[src/u8sd_pkg.sv]
`timescale 1ns / 1ps
`default_nettype none

package u8sd_pkg;

	// replacement character for a bad or cut-off lead
	localparam logic [20:0] QMARK = 21'd63;

	// lengths that a lead byte announces
	localparam logic [2:0] LEN_BAD = 3'd0;
	localparam logic [2:0] LEN_ONE = 3'd1;
	localparam logic [2:0] LEN_TWO = 3'd2;
	localparam logic [2:0] LEN_THREE = 3'd3;
	localparam logic [2:0] LEN_FOUR = 3'd4;

	// results that one byte can cause at most
	localparam int MAX_RES = 3;

	typedef struct packed {
		logic [20:0] code_point;
		logic [2:0]  used_bytes;
		logic        stream_end;
	} res_t;

	// results of one byte, head first
	typedef struct packed {
		logic [1:0]          count;
		res_t [MAX_RES-1:0]  res;
	} dec_t;

endpackage

`default_nettype wire

[src/u8sd_in_if.sv]
`timescale 1ns / 1ps
`default_nettype none

interface u8sd_in_if;
	logic       valid;
	logic       ready;
	logic [7:0] in_byte;
	logic       is_last;

	modport source (output valid, output in_byte, output is_last, input ready);
	modport sink (input valid, input in_byte, input is_last, output ready);
endinterface

`default_nettype wire

[src/u8sd_out_if.sv]
`timescale 1ns / 1ps
`default_nettype none

interface u8sd_out_if;
	logic        valid;
	logic        ready;
	logic [20:0] code_point;
	logic [2:0]  used_bytes;
	logic        stream_end;

	modport source (output valid, output code_point, output used_bytes,
		output stream_end, input ready);
	modport sink (input valid, input code_point, input used_bytes,
		input stream_end, output ready);
endinterface

`default_nettype wire

[src/u8sd_core.sv]
`timescale 1ns / 1ps
`default_nettype none

module u8sd_core
	import u8sd_pkg::*;
(
	input  wire        clk,
	input  wire        arst_n,
	input  wire [7:0]  byte_s1,
	input  wire        last_s1,
	input  wire        take,
	output dec_t       dec
);

	logic [7:0] held_q [3];
	logic [1:0] cnt_q;
	logic [2:0] need_q;

	function automatic logic [2:0] lead_len(input logic [7:0] c0);
		logic [2:0] len;
		if (c0[7] == 1'b0) len = LEN_ONE;
		else if (c0[7:5] == 3'b110) len = LEN_TWO;
		else if (c0[7:4] == 4'b1110) len = LEN_THREE;
		else if (c0[7:3] == 5'b11110) len = LEN_FOUR;
		else len = LEN_BAD;
		return len;
	endfunction

	// decode one code point starting at pos within the first n bytes
	function automatic res_t decode_at(input logic [3:0][7:0] bv, input logic [3:0] pos,
			input logic [2:0] n);
		logic [7:0] c0, b1, b2, b3;
		logic [2:0] len;
		res_t r;
		c0 = bv[pos[1:0]];
		b1 = bv[pos[1:0] + 2'd1];
		b2 = bv[pos[1:0] + 2'd2];
		b3 = bv[pos[1:0] + 2'd3];
		len = lead_len(c0);
		r.stream_end = 1'b0;
		r.code_point = QMARK;
		r.used_bytes = 3'd1;
		if (len == LEN_ONE) begin
			r.code_point = {13'd0, c0};
		end else if (len != LEN_BAD && (pos + {1'b0, len}) <= {1'b0, n}) begin
			r.used_bytes = len;
			case (len)
				LEN_TWO:   r.code_point = {10'd0, c0[4:0], b1[5:0]};
				LEN_THREE: r.code_point = {5'd0, c0[3:0], b1[5:0], b2[5:0]};
				default:   r.code_point = {c0[2:0], b1[5:0], b2[5:0], b3[5:0]};
			endcase
		end
		return r;
	endfunction

	logic [3:0][7:0] bv;
	logic [2:0]      n;
	logic [2:0]      len_new;
	logic [3:0]      pos1, pos2;
	logic            v1, v2;
	logic            emit;
	res_t            r0, r1, r2;

	// held bytes followed by the new one
	always_comb begin
		bv[0] = (cnt_q > 2'd0) ? held_q[0] : byte_s1;
		bv[1] = (cnt_q > 2'd1) ? held_q[1] : byte_s1;
		bv[2] = (cnt_q > 2'd2) ? held_q[2] : byte_s1;
		bv[3] = byte_s1;
	end

	assign n = {1'b0, cnt_q} + 3'd1;
	assign len_new = lead_len(byte_s1);

	// up to three code points chained through the buffer
	always_comb begin
		r0 = decode_at(bv, 4'd0, n);
		pos1 = {1'b0, r0.used_bytes};
		v1 = pos1 < {1'b0, n};
		r1 = decode_at(bv, pos1, n);
		pos2 = pos1 + {1'b0, r1.used_bytes};
		v2 = pos2 < {1'b0, n};
		r2 = decode_at(bv, pos2, n);
		r0.stream_end = last_s1 && !v1;
		r1.stream_end = last_s1 && !v2;
		r2.stream_end = last_s1;
	end

	// a sequence completes, or a single byte stands alone
	assign emit = (cnt_q == 2'd0) ? (len_new <= LEN_ONE) : (n >= need_q);

	always_comb begin
		dec.res[0] = r0;
		dec.res[1] = r1;
		dec.res[2] = r2;
		if (last_s1) dec.count = 2'd1 + {1'b0, v1} + {1'b0, v1 && v2};
		else if (emit) dec.count = 2'd1;
		else dec.count = 2'd0;
	end

	// held state
	always_ff @(posedge clk or negedge arst_n) begin
		if (!arst_n) begin
			cnt_q <= 2'd0;
			need_q <= 3'd0;
		end else if (take) begin
			if (last_s1 || emit) begin
				cnt_q <= 2'd0;
				need_q <= 3'd0;
			end else begin
				cnt_q <= cnt_q + 2'd1;
				if (cnt_q == 2'd0) need_q <= len_new;
			end
		end
	end

	// held bytes, written in order
	always_ff @(posedge clk) begin
		if (take && !last_s1 && !emit) begin
			if (cnt_q == 2'd0) held_q[0] <= byte_s1;
			else if (cnt_q == 2'd1) held_q[1] <= byte_s1;
			else held_q[2] <= byte_s1;
		end
	end

endmodule

`default_nettype wire

[src/u8sd_outq.sv]
`timescale 1ns / 1ps
`default_nettype none

module u8sd_outq
	import u8sd_pkg::*;
(
	input  wire         clk,
	input  wire         arst_n,
	input  wire         load,
	input  wire dec_t   dec,
	output logic        can_load,
	u8sd_out_if.source  chars
);

	res_t       ent_q [MAX_RES];
	logic [1:0] cnt_q;
	logic       pop;

	assign pop = (cnt_q != 2'd0) && chars.ready;
	assign can_load = (cnt_q == 2'd0) || (cnt_q == 2'd1 && chars.ready);

	// head entry drives the channel
	assign chars.valid = cnt_q != 2'd0;
	assign chars.code_point = ent_q[0].code_point;
	assign chars.used_bytes = ent_q[0].used_bytes;
	assign chars.stream_end = ent_q[0].stream_end;

	always_ff @(posedge clk or negedge arst_n) begin
		if (!arst_n) begin
			cnt_q <= 2'd0;
		end else if (load) begin
			cnt_q <= dec.count;
		end else if (pop) begin
			cnt_q <= cnt_q - 2'd1;
		end
	end

	// load a fresh set or shift toward the head
	always_ff @(posedge clk) begin
		if (load) begin
			ent_q[0] <= dec.res[0];
			ent_q[1] <= dec.res[1];
			ent_q[2] <= dec.res[2];
		end else if (pop) begin
			ent_q[0] <= ent_q[1];
			ent_q[1] <= ent_q[2];
		end
	end

endmodule

`default_nettype wire

[src/utf8_stream_decoder.sv]
`timescale 1ns / 1ps
`default_nettype none

// channel | role | payload
// bytes   | sink   | in_byte[7:0], is_last
// chars   | source | code_point[20:0], used_bytes[2:0], stream_end
//
// a byte moves from the input register into the result queue once the queue can take it;
// one beat per cycle on both sides while each byte gives at most one result and chars is ready.
// a cut-off tail at stream end gives up to three results, drained from the
// three-entry result queue one per cycle while chars is ready.
// reset clears the held sequence and empties both registers.
// a stalled chars side holds the queue and then the input register.

module utf8_stream_decoder
	import u8sd_pkg::*;
(
	input  wire        clk,
	input  wire        arst_n,
	u8sd_in_if.sink    bytes,
	u8sd_out_if.source chars
);

	logic       valid_s1;
	logic [7:0] byte_s1;
	logic       last_s1;
	logic       adv;
	logic       can_load;
	dec_t       dec;

	// a byte with no result never waits for the queue
	assign adv = valid_s1 && (dec.count == 2'd0 || can_load);
	assign bytes.ready = !valid_s1 || adv;

	// input register
	always_ff @(posedge clk or negedge arst_n) begin
		if (!arst_n) begin
			valid_s1 <= 1'b0;
		end else if (bytes.valid && bytes.ready) begin
			valid_s1 <= 1'b1;
		end else if (adv) begin
			valid_s1 <= 1'b0;
		end
	end

	always_ff @(posedge clk) begin
		if (bytes.valid && bytes.ready) begin
			byte_s1 <= bytes.in_byte;
			last_s1 <= bytes.is_last;
		end
	end

	u8sd_core u_core (
		.clk     (clk),
		.arst_n  (arst_n),
		.byte_s1 (byte_s1),
		.last_s1 (last_s1),
		.take    (adv),
		.dec     (dec)
	);

	u8sd_outq u_outq (
		.clk      (clk),
		.arst_n   (arst_n),
		.load     (adv && dec.count != 2'd0),
		.dec      (dec),
		.can_load (can_load),
		.chars    (chars)
	);

endmodule

`default_nettype wire

[src/flat_wrapper.sv]
// flat-port wrapper written by rule: the top's interface ports become plain ports
module utf8_stream_decoder_flat import u8sd_pkg::*;
  (clk, arst_n, bytes_valid, bytes_in_byte, bytes_is_last, bytes_ready, chars_valid, chars_code_point, chars_used_bytes, chars_stream_end, chars_ready);
  u8sd_in_if bytes_i ();
  u8sd_out_if chars_i ();
  input  wire clk;
  input  wire arst_n;
  input wire logic [$bits(bytes_i.valid)-1:0] bytes_valid;
  input wire logic [$bits(bytes_i.in_byte)-1:0] bytes_in_byte;
  input wire logic [$bits(bytes_i.is_last)-1:0] bytes_is_last;
  output wire logic [$bits(bytes_i.ready)-1:0] bytes_ready;
  output wire logic [$bits(chars_i.valid)-1:0] chars_valid;
  output wire logic [$bits(chars_i.code_point)-1:0] chars_code_point;
  output wire logic [$bits(chars_i.used_bytes)-1:0] chars_used_bytes;
  output wire logic [$bits(chars_i.stream_end)-1:0] chars_stream_end;
  input wire logic [$bits(chars_i.ready)-1:0] chars_ready;
  assign bytes_i.valid = bytes_valid;
  assign bytes_i.in_byte = bytes_in_byte;
  assign bytes_i.is_last = bytes_is_last;
  assign bytes_ready = bytes_i.ready;
  assign chars_valid = chars_i.valid;
  assign chars_code_point = chars_i.code_point;
  assign chars_used_bytes = chars_i.used_bytes;
  assign chars_stream_end = chars_i.stream_end;
  assign chars_i.ready = chars_ready;
  utf8_stream_decoder u_core (.clk(clk), .arst_n(arst_n), .bytes(bytes_i), .chars(chars_i));
endmodule
[config.mk]
export PLATFORM = sky130hd
export DESIGN_NAME = utf8_stream_decoder_flat
export DESIGN_NICKNAME = d
export VERILOG_FILES = /design/src/u8sd_pkg.sv /design/src/u8sd_in_if.sv /design/src/u8sd_out_if.sv /design/src/u8sd_core.sv /design/src/u8sd_outq.sv /design/src/utf8_stream_decoder.sv /design/src/flat_wrapper.sv
export SDC_FILE = /design/constraint.sdc
export NUM_CORES = 1
export LEC_CHECK = 0
export ABC_CLOCK_PERIOD_IN_PS = 19070
export BUFFER_PORTS_ARGS = -buffer_cell sky130_fd_sc_hd__buf_2
export CAP_MARGIN = 40
export CORE_UTILIZATION = 56
export CTS_BUF_LIST = sky130_fd_sc_hd__clkbuf_8
export CTS_CLUSTER_DIAMETER = 100
export DETAILED_ROUTE_END_ITERATION = 10
export PLACE_DENSITY = 0.73
export RECOVER_POWER = 50
export SLEW_MARGIN = 20
export SYNTH_ARGS = -nofsm -noshare
export SYNTH_HDL_FRONTEND = slang
export SYNTH_SLANG_ARGS = --single-unit
export TNS_END_PERCENT = 10
[constraint.sdc]
create_clock -name clk -period 19.07 [get_ports clk]
set_clock_uncertainty 0.05 [all_clocks]
set_input_delay 3.814 -clock clk [delete_from_list [all_inputs] [get_ports clk]]
set_output_delay 3.814 -clock clk [all_outputs]
set_load 0.02 [all_outputs]
==> flow_summary_export.csv <==
group,metric,value,unit
outcome,run_status,"finished, violations left",
outcome,violations,"max-capacitance violations, max-slew violations",
drt,drt_iter0_markers,1066,
cts,clkLatencyLatePin,0.46,ns
drt,first_pass_iters,6,
yosys,dominantRegCellSynth,"sky130_fd_sc_hd__edfxtp_1",
drt,postRouteWirelength,27.8,mm
worst_setup_path,timing.critical_path.arrival,12.73,ns
worst_setup_path,crit_required,19.23,ns
global_route,globalRoute.totalOverflow,0,
cells_and_area,finalNetCount,958,
worst_setup_path,worst_setup_path_end_kind,"flop",
cts,max-clock-path-buffers,2,
drt,drcViolationCount,0,
cells_and_area,multi_input_comb_area,0.00460,mm²
sta,grt_setup_unrepaired,"false",
yosys,synth_area_per_cell,9.41,µm²
yosys,ys_async_sr_fraction,0.0690,
cells_and_area,layout.area.seq,0.00344,mm²
cts,clk_root_buffer_cell,"sky130_fd_sc_hd__clkbuf_8",
cts,clk_transition_reported_paths,0.09,ns
place,routabilityCongestion,0.967,
sta,slew_headroom,-0.269,
yosys,synth.largest_area_cell,"sky130_fd_sc_hd__edfxtp_1",
sta,fin_tns_setup,0,ns
yosys,synth_top_cells_by_area,"sky130_fd_sc_hd__edfxtp_1, sky130_fd_sc_hd__mux2i_1, sky130_fd_sc_hd__nand2_1",
place,detailedPlace.worstSlack,6.63,ns
drt,wl_per_cell,25.0,µm
drt,avgViaCountPerCell,6.83,
sta,setup_violations,0,
yosys,yosys.cell_types.count,83,
yosys,yosys-top-cells-count,"sky130_fd_sc_hd__edfxtp_1, sky130_fd_sc_hd__nand2_1, sky130_fd_sc_hd__nor2_1",
global_route,grt_start_max_net_pins,88,
place,place_hpwl,19.5,mm
worst_setup_path,slowest_delay,0.54,ns
cells_and_area,diodes,0,
place,port_buffers,39,
hold_path,hold_class,"reg -> reg",
global_route,gr-usage-all-layers,0.359,
cts,postCtsResizedCells,0,
floorplan,fp.dieArea,0.0158,mm²
floorplan,floorplan.die.width,126,µm
worst_setup_path,cp-start-kind,"flop",
drt,ant_nets,0,
floorplan,initial_utilization,0.581,
cts,numCtsBuffers,17,
cts,cts.hold.buffers_added,0,
cells_and_area,drive_gt1_frac,0.141,
sta,hold_viol_final,0,
drt,route.vias.total,7576,
floorplan,die_y,126,µm
sta,final_max_slew_viol_count,32,
sta,worst_pin_slew,1.90,ns
yosys,synth.cell_area,0.00858,mm²
yosys,synthesis.yosys.warnings,0,
floorplan,core_area,0.0148,mm²
cts,post_cts_setup_buffers,0,
sta,timing.final.crit_share,0.659,
cts,h-tree-depth,4,
worst_setup_path,worstPathMaxFanout,34,
yosys,yosys.cell_count.top_type,"sky130_fd_sc_hd__edfxtp_1",
global_route,grt_first_pass_wirelength,42.2,mm
floorplan,std_cell_rows,44,
sta,post-route-worst-setup-slack,6.50,ns
global_route,number_of_antenna_violations_at_the_first_check_in_global_routing,0,
floorplan,floorplan.io_pins,40,
sta,period_needed,12.57,ns
worst_setup_path,cp_slowest_cell,"sky130_fd_sc_hd__fa_1",
worst_setup_path,timing.setup.critical_path_class,"reg -> reg",
yosys,yosys_register_bits,116,
yosys,synth-edff-count,108,
cts,clkSinkCount,116,
global_route,number_of_global_route_vias_before_repair,7028,
cts,tritoncts,"built",
cells_and_area,num-fill-cells,1250,
yosys,mappedNetlistNets,957,
flow_run,max_cap_viol_count,1,
yosys,post-synth-top-area-fraction,0.378,
sta,timing.fmax,79.6,MHz
yosys,postSynthCellCount,911,
yosys,yosysSeqAreaShare,0.401,
cells_and_area,area.growth.synth_to_final,7.05,%
routing by layer:
layer,up-vias,wire length [µm],track usage
met1,3606,11500,0.504
met4,0,1160,0.162
met5,-,0,0
met2,475,12100,0.538
met3,76,3070,0.0709
li1,3419,-,-
flip-flops by register name, summed over array words and instances (netlist names):
register,cells
u_core.u_outq.ent_q,75
u_core.u_core.cnt_q,2
u_core.valid_s1,1
u_core.u_core.need_q,3
u_core.u_core.held_q,24
u_core.u_outq.cnt_q,2
u_core.byte_s1,8
u_core.last_s1,1
path summary, 6_finish.rpt:
check	depth (start not counted)	end	start	slack, ns
max	41	u_core.u_outq.ent_q[1][1]	u_core.u_core.cnt_q[0]	6.50
min	2	u_core.u_outq.ent_q[0][14]	u_core.u_outq.ent_q[0][39]	0.46
max reg2reg	41	u_core.u_outq.ent_q[1][1]	u_core.u_core.cnt_q[0]	6.50
min reg2reg	2	u_core.u_outq.ent_q[0][14]	u_core.u_outq.ent_q[0][39]	0.46
max in group asynchronous	1	u_core.u_core.cnt_q[1]	arst_n	15.40
min in group asynchronous	1	u_core.u_core.need_q[2]	arst_n	3.23
per-stage QoR:
step	util	instance area, µm²	hold slack, ns	instances
3_3_place_gp	0.590	8710	0.437	1067
2_1_floorplan	-	8580	0.416	911
3_5_place_dp	0.595	8770	0.446	1073
4_1_cts	0.622	9170	0.464	1105
6_report	0.622	9180	0.465	1109
5_1_grt	0.622	9180	0.488	1109
cell usage in the layout (no fill, tap or decap), types with 23 or more instances in the layout:
cell / instances
sky130_fd_sc_hd__nand2_1: 105
sky130_fd_sc_hd__o211ai_1: 23
sky130_fd_sc_hd__o22ai_1: 33
sky130_fd_sc_hd__clkbuf_1: 27
sky130_fd_sc_hd__edfxtp_1: 108
sky130_fd_sc_hd__nor2_1: 73
sky130_fd_sc_hd__a21oi_1: 61
sky130_fd_sc_hd__o21ai_0: 74
sky130_fd_sc_hd__ha_1: 30
sky130_fd_sc_hd__inv_1: 26
sky130_fd_sc_hd__mux2i_1: 57
critical path: cells and delay by family, from the launching register on:
kind,cells,cell delay [ns]
muxes,1,0.46
and+or+nand+nor,12,3.18
adders and majority gates,7,2.90
buffers and inverters,7,1.54
DFF,1,0.49
AOI/OAI and AO/OA,14,3.66
area by class of cell:
class                      count  area share
clock buffer                  18      0.0270
clock inverter                14      0.0166
inverter                      29      0.0119
multi-input combinational    680       0.501
sequential                   116       0.375
tap                          184      0.0251
timing repair buffer          68      0.0439
cells by family (layout without fill, tap and decap cells):
family                     after synthesis  count (layout)  synth area share
buffers and inverters                  115             129            0.0659
AOI/OAI and AO/OA                      308             308             0.241
adders and majority gates               33              33            0.0508
xor gates and xnor gates                 8               8           0.00817
DFF                                    116             116             0.401
and+or+nand+nor                        251             251             0.135
muxes                                   80              80            0.0973
Power is left out: the tool's default activity adds up to more than one toggle a clock period on the data nets, which glitch-free logic cannot reach.
